**config.mk**
```make
export PLATFORM = sky130hd
export DESIGN_NAME = framebuffer_dirty_strip_detector_core_flat
export DESIGN_NICKNAME = d
export VERILOG_FILES = /design/src/rtl/fbdsd_pkg.sv /design/src/rtl/fbdsd_if.sv /design/src/rtl/framebuffer_dirty_strip_detector_core.sv /design/src/flat_wrapper.sv
export VERILOG_INCLUDE_DIRS = /design/src /design/src/rtl
export SDC_FILE = /design/constraint.sdc
export NUM_CORES = 1
export LEC_CHECK = 0
export ABC_AREA = 0
export CAP_MARGIN = 20
export CELL_PAD_IN_SITES_DETAIL_PLACEMENT = 1
export CELL_PAD_IN_SITES_GLOBAL_PLACEMENT = 1
export CORE_ASPECT_RATIO = 1.5
export CORE_MARGIN = 1.5
export CORE_UTILIZATION = 55
export CTS_CLUSTER_DIAMETER = 50
export DETAILED_ROUTE_END_ITERATION = 6
export DONT_BUFFER_PORTS = 1
export GPL_TIMING_DRIVEN = 0
export HOLD_SLACK_MARGIN = 0.1
export PLACE_DENSITY = 0.79
export SLEW_MARGIN = 20
export SYNTH_ARGS = -nofsm -noshare
export SYNTH_HDL_FRONTEND = slang
export SYNTH_SLANG_ARGS = --single-unit
```
**constraint.sdc**
```tcl
create_clock -name clk -period 8.71 [get_ports clk]
set_input_delay 0.871 -clock clk [delete_from_list [all_inputs] [get_ports clk]]
set_output_delay 0.871 -clock clk [all_outputs]
set_load 0.02 [all_outputs]
```
**src/rtl/framebuffer_dirty_strip_detector_core_macros.svh**
```systemverilog
// Assertion macros for the dirty strip detector.
// Each macro samples on clk and is disabled while arst_n is low.
`ifndef FRAMEBUFFER_DIRTY_STRIP_DETECTOR_CORE_MACROS_SVH
`define FRAMEBUFFER_DIRTY_STRIP_DETECTOR_CORE_MACROS_SVH

`ifndef NO_ASSERTIONS
`define FBDSD_ASSERT(label, cond) \
	label: assert property (@(posedge clk) disable iff (!arst_n) (cond)) \
		else $error("fbdsd: invariant violated");
`define FBDSD_ASSERT_IMPL(label, ante, cons) \
	label: assert property (@(posedge clk) disable iff (!arst_n) (ante) |-> (cons)) \
		else $error("fbdsd: implication violated");
`define FBDSD_ASSERT_NEXT(label, ante, cons) \
	label: assert property (@(posedge clk) disable iff (!arst_n) (ante) |=> (cons)) \
		else $error("fbdsd: next-cycle implication violated");
`else
`define FBDSD_ASSERT(label, cond)
`define FBDSD_ASSERT_IMPL(label, ante, cons)
`define FBDSD_ASSERT_NEXT(label, ante, cons)
`endif

`endif

```
**src/rtl/fbdsd_pkg.sv**
```systemverilog
package fbdsd_pkg;

	localparam int STRIP_COUNT    = 15;
	localparam int ROWS_PER_STRIP = 16;
	localparam int MAX_ROW_BYTES  = 4096;

	localparam int STRIDE_W  = 13;
	localparam int BYTE_W    = 8;
	localparam int HASH_W    = 32;
	localparam int OUT_ROW_W = 8;

	localparam int IDX_W  = (STRIP_COUNT > 1) ? $clog2(STRIP_COUNT) : 1;
	localparam int CNT_W  = $clog2(STRIP_COUNT + 1);
	localparam int LEN_W  = $clog2(MAX_ROW_BYTES * ROWS_PER_STRIP + 1);
	localparam int PROD_W = 16;

	localparam logic [HASH_W-1:0]   HASH_BASIS   = 32'd2166136261;
	localparam logic [HASH_W-1:0]   HASH_PRIME   = 32'd16777619;
	localparam logic [STRIDE_W-1:0] STRIDE_RESET = 13'd640;
	localparam logic [IDX_W-1:0]    LAST_STRIP   = IDX_W'(STRIP_COUNT - 1);

	// One FNV-1a round: xor the byte in, multiply by the prime modulo 2^32.
	function automatic logic [HASH_W-1:0] fnv_step(input logic [HASH_W-1:0] h,
			input logic [BYTE_W-1:0] b);
		logic [HASH_W-1:0] x;
		x = h ^ {{(HASH_W-BYTE_W){1'b0}}, b};
		return x * HASH_PRIME;
	endfunction

	// Clamp the stride and turn it into a strip length in bytes.
	function automatic logic [LEN_W-1:0] strip_len(input logic [STRIDE_W-1:0] s);
		logic [31:0] st;
		logic [31:0] len;
		st = {{(32-STRIDE_W){1'b0}}, s};
		if (st == 32'd0)
			st = 32'd1;
		if (st > 32'(MAX_ROW_BYTES))
			st = 32'(MAX_ROW_BYTES);
		len = st * 32'(ROWS_PER_STRIP);
		return len[LEN_W-1:0];
	endfunction

	// Strip count to rows, masked to the output width.
	function automatic logic [OUT_ROW_W-1:0] to_rows(input logic [CNT_W-1:0] n);
		logic [PROD_W-1:0] p;
		p = PROD_W'(n) * PROD_W'(ROWS_PER_STRIP);
		return p[OUT_ROW_W-1:0];
	endfunction

endpackage

```
**src/rtl/fbdsd_if.sv**
```systemverilog
interface fbdsd_pixel_if;
	logic                         valid;
	logic                         ready;
	logic [fbdsd_pkg::BYTE_W-1:0] pixel_byte;

	modport source (output valid, output pixel_byte, input ready);
	modport sink (input valid, input pixel_byte, output ready);
endinterface

interface fbdsd_region_if;
	logic                            valid;
	logic                            ready;
	logic [fbdsd_pkg::OUT_ROW_W-1:0] region_row;
	logic [fbdsd_pkg::OUT_ROW_W-1:0] region_rows;
	logic                            frame_end;

	modport source (output valid, output region_row, output region_rows, output frame_end,
		input ready);
	modport sink (input valid, input region_row, input region_rows, input frame_end,
		output ready);
endinterface

```
**src/rtl/framebuffer_dirty_strip_detector_core.sv**
```systemverilog
// Dirty strip detector for a frame buffer byte stream.
// pixel (sink): one frame buffer byte per item, raster order, valid/ready.
// region (source): one item per closed run of changed strips: first row,
//   row count (multiple of sixteen) and frame_end when the frame end closed it.
// cfg_we/cfg_wdata: row stride in bytes; write only while the block is idle.
//   A stride of 0 acts as 1, above 4096 acts as 4096.
// Throughput: one byte per cycle while the output register drains. The strip
//   hash is a combinational FNV-1a round (xor, then multiply by the prime),
//   which is the loop that sets the rate. Previous-frame hashes sit in a 15-entry
//   synchronous memory that is read continuously at the current strip and
//   written at strip end. Path: the byte that ends the closing strip loads the
//   compare stage when it is accepted; the compare stage loads the output register
//   once that has room, and region.valid rises as the output register loads.
// Stall: the output register holds a result while region.ready is low. The next
//   strip end, whether it reports a run or not, then waits in the compare stage
//   and the byte after it is held off until the register drains.
// Reset: hash restarts at the offset basis, counters and run state clear,
//   stride returns to 640 and every strip of the first frame counts as changed.
`include "framebuffer_dirty_strip_detector_core_macros.svh"

module framebuffer_dirty_strip_detector_core (
	input  logic                                clk,
	input  logic                                arst_n,
	fbdsd_pixel_if.sink                         pixel,
	fbdsd_region_if.source                      region,
	input  logic                                cfg_we,
	input  logic [fbdsd_pkg::STRIDE_W-1:0]      cfg_wdata
);

	// Strip hash history: one entry per strip, written at strip end.
	logic [fbdsd_pkg::HASH_W-1:0] hist_mem [fbdsd_pkg::STRIP_COUNT];
	logic [fbdsd_pkg::HASH_W-1:0] hist_rd_q;

	// Byte stage state.
	logic [fbdsd_pkg::LEN_W-1:0]  strip_len_q;
	logic [fbdsd_pkg::LEN_W-1:0]  byte_cnt_q;
	logic [fbdsd_pkg::HASH_W-1:0] hash_q;
	logic [fbdsd_pkg::IDX_W-1:0]  strip_idx_q;
	logic                         hist_valid_q;

	// Strip-end compare stage.
	logic                         valid_s1;
	logic [fbdsd_pkg::HASH_W-1:0] hash_s1;
	logic [fbdsd_pkg::HASH_W-1:0] prev_s1;
	logic [fbdsd_pkg::IDX_W-1:0]  idx_s1;
	logic                         hv_s1;

	// Run tracking.
	logic                         run_open_q;
	logic [fbdsd_pkg::IDX_W-1:0]  run_start_q;

	// Output register.
	logic                            out_valid_q;
	logic [fbdsd_pkg::OUT_ROW_W-1:0] out_row_q;
	logic [fbdsd_pkg::OUT_ROW_W-1:0] out_rows_q;
	logic                            out_fe_q;

	logic                         in_acc;
	logic                         s1_go;
	logic [fbdsd_pkg::HASH_W-1:0] hash_next;
	logic [fbdsd_pkg::LEN_W:0]    cnt_inc;
	logic                         strip_end;
	logic                         end_acc;

	logic                         changed;
	logic                         nx_open;
	logic [fbdsd_pkg::IDX_W-1:0]  nx_start;
	logic                         emit;
	logic [fbdsd_pkg::IDX_W-1:0]  emit_start;
	logic [fbdsd_pkg::CNT_W-1:0]  emit_cnt;
	logic                         emit_fe;

	// The compare stage moves on when the output register has room for a result.
	assign s1_go        = valid_s1 && (!out_valid_q || region.ready);
	assign pixel.ready  = !valid_s1 || s1_go;
	assign in_acc       = pixel.valid && pixel.ready;

	assign hash_next = fbdsd_pkg::fnv_step(hash_q, pixel.pixel_byte);
	assign cnt_inc   = {1'b0, byte_cnt_q} + {{fbdsd_pkg::LEN_W{1'b0}}, 1'b1};
	// A stride change mid-strip may leave the count past the new length: end now.
	assign strip_end = cnt_inc >= {1'b0, strip_len_q};
	assign end_acc   = in_acc && strip_end;

	assign region.valid       = out_valid_q;
	assign region.region_row  = out_row_q;
	assign region.region_rows = out_rows_q;
	assign region.frame_end   = out_fe_q;

	// History memory: continuous read at the current strip, write at strip end.
	always_ff @(posedge clk) begin
		if (end_acc)
			hist_mem[strip_idx_q] <= hash_next;
		hist_rd_q <= hist_mem[strip_idx_q];
	end

	// Byte stage: fold the byte into the hash, count, close the strip.
	always_ff @(posedge clk or negedge arst_n) begin
		if (!arst_n) begin
			strip_len_q  <= fbdsd_pkg::strip_len(fbdsd_pkg::STRIDE_RESET);
			byte_cnt_q   <= '0;
			hash_q       <= fbdsd_pkg::HASH_BASIS;
			strip_idx_q  <= '0;
			hist_valid_q <= 1'b0;
			valid_s1     <= 1'b0;
		end else begin
			if (cfg_we)
				strip_len_q <= fbdsd_pkg::strip_len(cfg_wdata);
			if (s1_go)
				valid_s1 <= 1'b0;
			if (in_acc) begin
				if (strip_end) begin
					byte_cnt_q <= '0;
					hash_q     <= fbdsd_pkg::HASH_BASIS;
					valid_s1   <= 1'b1;
					if (strip_idx_q == fbdsd_pkg::LAST_STRIP) begin
						strip_idx_q  <= '0;
						hist_valid_q <= 1'b1;
					end else begin
						strip_idx_q <= strip_idx_q + 1'b1;
					end
				end else begin
					byte_cnt_q <= cnt_inc[fbdsd_pkg::LEN_W-1:0];
					hash_q     <= hash_next;
				end
			end
		end
	end

	// Capture the finished strip for the compare stage.
	always_ff @(posedge clk) begin
		if (end_acc) begin
			hash_s1 <= hash_next;
			prev_s1 <= hist_rd_q;
			idx_s1  <= strip_idx_q;
			hv_s1   <= hist_valid_q;
		end
	end

	// Compare stage: decide changed, open or close the run.
	always_comb begin
		changed    = !hv_s1 || (hash_s1 != prev_s1);
		nx_open    = run_open_q;
		nx_start   = run_start_q;
		emit       = 1'b0;
		emit_start = run_start_q;
		emit_cnt   = fbdsd_pkg::CNT_W'(idx_s1) - fbdsd_pkg::CNT_W'(run_start_q);
		emit_fe    = 1'b0;
		if (changed && !run_open_q) begin
			nx_open  = 1'b1;
			nx_start = idx_s1;
		end else if (!changed && run_open_q) begin
			emit    = 1'b1;
			nx_open = 1'b0;
		end
		// Frame end closes whatever run is still open, even one opened just now.
		if (idx_s1 == fbdsd_pkg::LAST_STRIP && nx_open) begin
			emit       = 1'b1;
			emit_start = nx_start;
			emit_cnt   = fbdsd_pkg::CNT_W'(fbdsd_pkg::STRIP_COUNT) -
				fbdsd_pkg::CNT_W'(nx_start);
			emit_fe    = 1'b1;
			nx_open    = 1'b0;
		end
	end

	always_ff @(posedge clk or negedge arst_n) begin
		if (!arst_n) begin
			run_open_q  <= 1'b0;
			run_start_q <= '0;
			out_valid_q <= 1'b0;
		end else begin
			if (region.ready)
				out_valid_q <= 1'b0;
			if (s1_go) begin
				run_open_q  <= nx_open;
				run_start_q <= nx_start;
				if (emit)
					out_valid_q <= 1'b1;
			end
		end
	end

	// Output payload: load only when a result moves in.
	always_ff @(posedge clk) begin
		if (s1_go && emit) begin
			out_row_q  <= fbdsd_pkg::to_rows(fbdsd_pkg::CNT_W'(emit_start));
			out_rows_q <= fbdsd_pkg::to_rows(emit_cnt);
			out_fe_q   <= emit_fe;
		end
	end

	// Strips are at least sixteen bytes long: strip ends never come back to back.
	`FBDSD_ASSERT_NEXT(a_end_spacing, end_acc, !end_acc)
	// No run survives the frame end once the last strip is resolved.
	`FBDSD_ASSERT_IMPL(a_run_closed_at_frame, (strip_idx_q == '0) && !valid_s1, !run_open_q)
	// Every reported run covers at least one strip.
	`FBDSD_ASSERT_IMPL(a_run_nonempty, s1_go && emit, emit_cnt != '0)
	// A result in the compare stage must never overwrite an undrained output.
	`FBDSD_ASSERT_IMPL(a_no_overwrite, s1_go && emit && out_valid_q, region.ready)
	// The byte count stays inside the largest strip.
	`FBDSD_ASSERT(a_cnt_range, byte_cnt_q <
		fbdsd_pkg::LEN_W'(fbdsd_pkg::MAX_ROW_BYTES * fbdsd_pkg::ROWS_PER_STRIP))

endmodule
```
**src/flat_wrapper.sv**
```systemverilog
// flat-port wrapper written by rule: the top's interface ports become plain ports
module framebuffer_dirty_strip_detector_core_flat 
  (clk, arst_n, cfg_we, cfg_wdata, pixel_valid, pixel_pixel_byte, pixel_ready, region_valid, region_region_row, region_region_rows, region_frame_end, region_ready);
  fbdsd_pixel_if pixel_i ();
  fbdsd_region_if region_i ();
  input  logic clk;
  input  logic arst_n;
  input  logic cfg_we;
  input  logic [fbdsd_pkg::STRIDE_W-1:0] cfg_wdata;
  input wire logic [$bits(pixel_i.valid)-1:0] pixel_valid;
  input wire logic [$bits(pixel_i.pixel_byte)-1:0] pixel_pixel_byte;
  output wire logic [$bits(pixel_i.ready)-1:0] pixel_ready;
  output wire logic [$bits(region_i.valid)-1:0] region_valid;
  output wire logic [$bits(region_i.region_row)-1:0] region_region_row;
  output wire logic [$bits(region_i.region_rows)-1:0] region_region_rows;
  output wire logic [$bits(region_i.frame_end)-1:0] region_frame_end;
  input wire logic [$bits(region_i.ready)-1:0] region_ready;
  assign pixel_i.valid = pixel_valid;
  assign pixel_i.pixel_byte = pixel_pixel_byte;
  assign pixel_ready = pixel_i.ready;
  assign region_valid = region_i.valid;
  assign region_region_row = region_i.region_row;
  assign region_region_rows = region_i.region_rows;
  assign region_frame_end = region_i.frame_end;
  assign region_i.ready = region_ready;
  framebuffer_dirty_strip_detector_core u_core (.clk(clk), .arst_n(arst_n), .pixel(pixel_i), .region(region_i), .cfg_we(cfg_we), .cfg_wdata(cfg_wdata));
endmodule
```
# Yosys cells after proc, flatten, opt, wreduce, memory -nomap -nowiden
# Memory sizes are Yosys's and may differ from the RTL's. A register that Yosys moved wholly into a read port is not among the register bits.
# Cells that the tools add are included.
dict set report totals {
  regBits 152
  mem_bits_rw 480
  output_inout_bits 19
  mem_count 1
}
# memory depth width rd rd_clocked_by_memory_dff write_ports line_no
set memory_table {}
lappend memory_table {u_core.hist_mem 15 32 1 1 1 framebuffer_dirty_strip_detector_core.sv:31} ;# logic [fbdsd_pkg::HASH_W-1:0] hist_mem [fbdsd_pkg::STRIP_COUNT];
dict set report op_classes {
  add_sub_neg 4
  mul 1
  magnitude_cmp 2
  n_eq_ne 3
  muxes 24
  bitwise 1
  n_reduce_logical 18
}
# operator n
set op_table {}
lappend op_table {{2-to-1 mux 32 bit} 2}
lappend op_table {{greater-than comparator 32 x 13 -> 1 bit (second input constant)} 1}
lappend op_table {{multiplier 32 x 25 -> 32 bit (second input constant)} 1}
lappend op_table {{inequality test 32 bit} 1}
lappend op_table {{bitwise XOR 32 x 8 -> 32 bit} 1}
lappend op_table {{2-to-1 mux 13 bit} 2}
lappend op_table {{adder 17 x 1 -> 18 bit (second input constant)} 1}
lappend op_table {{greater-or-equal comparator 18 x 17 -> 1 bit} 1}
lappend op_table {{2-to-1 mux 17 bit} 1}
lappend op_table {{2-to-1 mux 4 bit} 4}
lappend op_table {{2-to-1 mux 1 bit} 15}
lappend op_table {{zero test 13 bit} 1}
lappend op_table {{equality test 4 bit (second input constant)} 2}
lappend op_table {{logical AND 1 bit} 7}
lappend op_table {{zero test 1 bit} 5}
lappend op_table {{adder 4 x 1 -> 4 bit (second input constant)} 1}
lappend op_table {{subtractor 4 bit} 1}
lappend op_table {{subtractor 4 bit (first input constant)} 1}
lappend op_table {{logical OR 1 bit} 3}
lappend op_table {{AND reduction 3 bit} 1}
lappend op_table {{AND reduction 2 bit} 1}

# Depth between registers and ports, before layout
dict set report depth {
  depth_word 10
  mapped_depth 26
  mapped_depth_nobuf 25
}

# Worst setup path before layout
# Ideal clock, no wire load.
dict set report synth_timing {
  path_type {register to register}
  startpoint {reg u_core.byte_cnt_q[0] in the netlist's numbering}
  endpoint {mem u_core.hist_mem[12][0] in the netlist's numbering (enable)}
  setup_ns 0.502
  t_arrival_ns 5.886
  slack_ns 2.323
  path_stages_with_launch 16
  n_path_buf 1
  path_cell_list {dfrtp_1 -> ha_1 -> and2_1 -> nand2_1 -> nor2_1 -> nand2_1 -> or3_1 -> xnor2_1 -> ha_1 -> nand4_1 -> nor3_1 -> a221oi_2 -> o21bai_4 -> nand2_4 -> buf_6 -> nor4_1}
}
dict set report synth_between {
  elab_chain_cells 5
}
# item line_no
set synth_lines {}
lappend synth_lines {{start: declaration} framebuffer_dirty_strip_detector_core.sv:36} ;# logic [fbdsd_pkg::LEN_W-1:0] byte_cnt_q;
lappend synth_lines {{start signal: assignment} framebuffer_dirty_strip_detector_core.sv:122} ;# byte_cnt_q <= cnt_inc[fbdsd_pkg::LEN_W-1:0];
lappend synth_lines {{adder 17 x 1 -> 18 bit} framebuffer_dirty_strip_detector_core.sv:79} ;# assign cnt_inc = {1'b0, byte_cnt_q} + {{fbdsd_pkg::LEN_W{1'b0}}, 1'b1};
lappend synth_lines {{greater-or-equal comparator 18 x 17 -> 1 bit} framebuffer_dirty_strip_detector_core.sv:81} ;# assign strip_end = cnt_inc >= {1'b0, strip_len_q};
lappend synth_lines {{logical AND 1 bit} framebuffer_dirty_strip_detector_core.sv:82} ;# assign end_acc = in_acc && strip_end;
lappend synth_lines {{2-to-1 mux 1 bit} framebuffer_dirty_strip_detector_core.sv:91} ;# if (end_acc)
lappend synth_lines {{2-to-1 mux 1 bit (implied by the code)} framebuffer_dirty_strip_detector_core.sv:92} ;# hist_mem[strip_idx_q] <= hash_next;
lappend synth_lines {{end: declaration} framebuffer_dirty_strip_detector_core.sv:31}
# No other way between the ends.

# Worst setup path in the final report
dict set report layout_timing {
  startpoint {reg u_core.hash_q[3] in the netlist's numbering}
  endpoint {mem u_core.hist_mem[5][29] in the netlist's numbering, data pin}
}
dict set report layout_between {
  elab_chain_cells 2
}
# item line_no
set layout_lines {}
lappend layout_lines {{start: declaration} framebuffer_dirty_strip_detector_core.sv:37} ;# logic [fbdsd_pkg::HASH_W-1:0] hash_q;
lappend layout_lines {{start signal: assignment} framebuffer_dirty_strip_detector_core.sv:101} ;# hash_q <= fbdsd_pkg::HASH_BASIS;
lappend layout_lines {{start signal: assignment} framebuffer_dirty_strip_detector_core.sv:113} ;# hash_q <= fbdsd_pkg::HASH_BASIS;
lappend layout_lines {{start signal: assignment} framebuffer_dirty_strip_detector_core.sv:123} ;# hash_q <= hash_next;
lappend layout_lines {{bitwise XOR 32 x 8 -> 32 bit} fbdsd_pkg.sv:26} ;# x = h ^ {{(HASH_W-BYTE_W){1'b0}}, b};
lappend layout_lines {{multiplier 32 x 25 -> 32 bit} fbdsd_pkg.sv:27} ;# return x * HASH_PRIME;
lappend layout_lines {{named net u_core.hash_next (one bit)} framebuffer_dirty_strip_detector_core.sv:60} ;# logic [fbdsd_pkg::HASH_W-1:0] hash_next;
# The timed path passes the listed nets, and every way through them passes these cells.

==> results <==
- The CTS sink count is 664.
- In the final routed layout, each cell accounts on average for 29.3 um.
- The met3 layer usage reported by global route is under 10%.
- The clock tree from TritonCTS is built.
- The die is approximately 290 um tall.
- The number of flops mapped to enable cells by yosys is between 500 and 600.
- Dividing the detail-routed via count by the number of cells gives 6.10.
- The clock reaches the later pin of the worst-skew pair after 650 ps.
- The critical path class is reg -> reg.
- Once detail routing completed, the nets flagged for antenna violations numbered 0.
- The biggest cell delay along the critical path is 970 ps.
- Global routing consumed, over all layers together, a little under a third of the routing resources.
- The overall die width is 197 um.
- The share of synthesized flip-flops with an asynchronous set or reset is 11.1%.
- The number of standard-cell rows in the floorplan is between 100 and 150.
- The routed via count is 17700.
- Setup violations remaining at the end of the flow were counted as 0.
- Static timing analysis puts the maximum clock frequency at 0.121 GHz.
- The startpoint identified for the worst register-to-register timing path is u_core.hash_q[3]$_DFFE_PN0P_.
- The largest net degree at the start of global routing is 73.
- The number of resized instances in the post-cts repair step is 0.
- The clock tree synthesis step divided the H-tree into 2 levels.
- The clock input transition at the sequential cells of the worst setup and hold paths is 70 ps.
- The clock tree buffer depth is 3.
- The final critical delay including setup and external delays is 8230 ps.
- The number of filler instances in the final layout is 4982.
- The transition time at the pin with the least slew margin is roughly 1300 ps.
- The fraction of final layout cells sized beyond drive strength 1 is between 15 and 20%.
- The critical path's top delay family is adder cells.
- The number of warnings printed during yosys synthesis is 0.
- The critical path crosses 25 cells after its start point.
- Global routing consumed, on the met1 layer, 33.9% of the routing resources.
- Once detailed placement completed, the half-perimeter wirelength came to 58800 um.
- In the post-route analysis, the smallest setup slack over all paths is 479 ps.
- After detailed placement, the total cell area comes to 33200 sq um.
- The CTS buffer count is 61.
- With fillers left out, the area of the finished cells amounts to between 30000 and 40000 sq um.
- Sequential elements use 61.9% of the synthesized area.
- The flow ran to the end, and the final reports show no timing, DRC or antenna violations.
- Measured against its own limit, the worst slew margin works out to between 10% and 20%.
- The effective utilization at floorplan is 55.8%.
- The synthesized netlist cell count is 1968.
- The worst flop-to-flop path endpoint is u_core.hist_mem[5][29]$_DFFE_PP_.
- Among all flip-flop cells after synthesis, the most frequent one is edfxtp_1.
- The number of port buffers is 0.
- The count of final max-slew check failures is 0.
- The setup slack after placement is 364 ps.
- The final layout contains routed wiring with a total length of about 85000 um.
- The number of DRC violations after detailed routing is 0.
- Counting stages on the worst path, the most repeated cell is inv_1.
- The worst setup path is launched from a flip-flop.
- The required time of the worst setup path is 8980 ps.
- Setup repair after global routing left no endpoint under its margin.
- The number of setup buffers added after CTS is 0.
- The die covers 58100 sq um.
- The wire length of the first global-routing pass is 127000 um.
- The length in cells of the worst reg-to-reg path is 25.
- The number of different library cells used by synthesis comes to 68.
- The via count of the first global-routing pass was approximately 20000.
- The multi-input combinational cell area is 11100 sq um.
- The clock arrives with 53.0 ps of skew.
- The met2 routing resource usage after global routing is 56.8%.
- The number of I/O pins is between 40 and 50.
- STA classifies the critical path endpoint as a flip-flop.
- Summing every instance area after synthesis gives just over 30000 sq um.
- At the end of the flow, the number of nets in the layout was 2392.
- The maximum fanout count along the critical path is 17.
- Compared with the post-synthesis result, the final layout area differs by 13.7%.
- The largest individual stage delay along the critical path comes from the cell xnor2_1.
- The register-to-register setup slack is 480 ps.
- The signal arrival time at the worst endpoint is ~8500 ps.
- A synthesized cell averages 15.8 sq um.
- The repair_antennas step left the layout with diodes totalling 0.
- The final weighted congestion in routability-driven placement is 0.832.
- The most critical setup path has its startpoint at u_core.hash_q[3]$_DFFE_PN0P_.
- The peak-usage layer in the global routing report is met2.
- The setup total negative slack is 0 ps.
- The synthesized flop and latch total is ~660.
- The number of buffer and inverter stages on the critical path is 8.
- The first detailed-routing pass took 5 iterations.
- The hold-fix buffer count after cts is 2.
- The final number of hold-violating endpoints was 0.
- The initial antenna violation count was 0.
- The number of max-cap violations is 0.
- The detailed router's first-iteration violation count is 1156.
- The footprint of the flip-flops and latches is 19300 sq um.
- Following the worst setup path forward leads to its endpoint at u_core.hist_mem[5][29]$_DFFE_PP_.
- The final critical-path share of the clock period is 94.5%.
- The standard cell core area is 55800 sq um.
- The cell sitting at the root of the clock tree is a clkbuf_16.
- The min-delay analysis places its worst path in the category in -> async.
- The total overflow left after global routing is 0.
-- cells by family after synthesis --
family	count (synthesis)	synth area share, %
simple gates	251	3.82
flops	664	61.9
xor+xnor	103	2.90
other cells	1	0.0120
buf+inv	289	3.69
mux	166	10.5
compound gates	219	4.41
fa+ha+maj	275	12.8
-- cell type report --
class	count	area share, %
plain buffers	76	1.01
clock buffers	78	4.81
clock inverters	38	1.32
inverters	213	2.27
multi-input cells	1022	31.2
flip-flops and latches	664	54.4
well taps	756	2.67
repair buffers	53	2.26
-- synth_stat cells (32+ instances only) --
library cell  count  area [sq um]
inv_1           212           796
xnor2_1          77           674
edfxtp_1        558         16800
o21ai_0          99           495
dfrtp_1          58          1450
clkbuf_1         47           176
mux4_2          128          2880
a21oi_1          34           170
nor2_1           51           191
fa_1             73          1460
dfxtp_1          32           641
ha_1            202          2530
nand2_1         111           417
mux2i_1          37           370
-- layout by cell type (no fill, tap or decap), types with 32 or more instances in the layout --
cell type / Yosys / routed
a21oi_1: 34 / 34
clkbuf_1: 47 / 49
clkbuf_16: 0 / 62
dfrtp_1: 58 / 58
dfxtp_1: 32 / 32
edfxtp_1: 558 / 558
fa_1: 73 / 73
ha_1: 202 / 202
inv_1: 212 / 212
mux2i_1: 37 / 37
mux4_2: 128 / 128
nand2_1: 111 / 111
nor2_1: 51 / 41
o21ai_0: 99 / 99
xnor2_1: 77 / 58
-- sequential cells by signal (all words and copies together) (netlist names), 13 cells and up --
register and cells:
u_core.byte_cnt_q 17, u_core.hash_q 32, u_core.hash_s1 32, u_core.hist_mem 480
u_core.hist_rd_q 32, u_core.prev_s1 32, u_core.strip_len_q 13
-- per-layer routing --
layer | vias to the layer above | wire length, um
met5 | - | 0
met1 | 9206 | 29200
met3 | 241 | 4270
li1 | 7501 | -
met2 | 754 | 46500
met4 | 0 | 5010
-- per-stage QoR --
| stage | cells | util (%) | hold slack, ps |
|---|---|---|---|
| floorplan | 1975 | - | 386 |
| global placement | 2731 | 57.5 | 388 |
| detailed placement | 2782 | 59.4 | 390 |
| CTS | 2900 | 63.3 | 122 |
| global route | 2900 | 63.4 | 138 |
| finish | 2900 | 63.4 | 128 |
-- how the worst min path moves through the flow --
stage	from	to	cells after the start
after global routing	arst_n	u_core.hash_q[30]$_DFFE_PN0P_	1
final	arst_n	u_core.hash_q[30]$_DFFE_PN0P_	1
after detailed placement	u_core.hist_rd_q[27]$_DFF_P_	u_core.prev_s1[27]$_DFFE_PP_	0
after CTS	arst_n	u_core.hash_q[30]$_DFFE_PN0P_	1
after floorplan	u_core.hist_rd_q[0]$_DFF_P_	u_core.prev_s1[0]$_DFFE_PP_	0
after global placement	u_core.hist_rd_q[13]$_DFF_P_	u_core.prev_s1[13]$_DFFE_PP_	0
-- worst register-to-register path, delay by kind of cell (launching register included) --
kind                       cells  cell delay (ps)
AOI/OAI and AO/OA              4             1400
and+or+nand+nor                3              500
DFF                            1              400
buffers and inverters          8             1090
xor gates and xnor gates       3             2150
adders and majority gates      7             2300
Power is not shown: default switching activity piles up to over one toggle a cycle in this logic, so the estimate is an artifact.
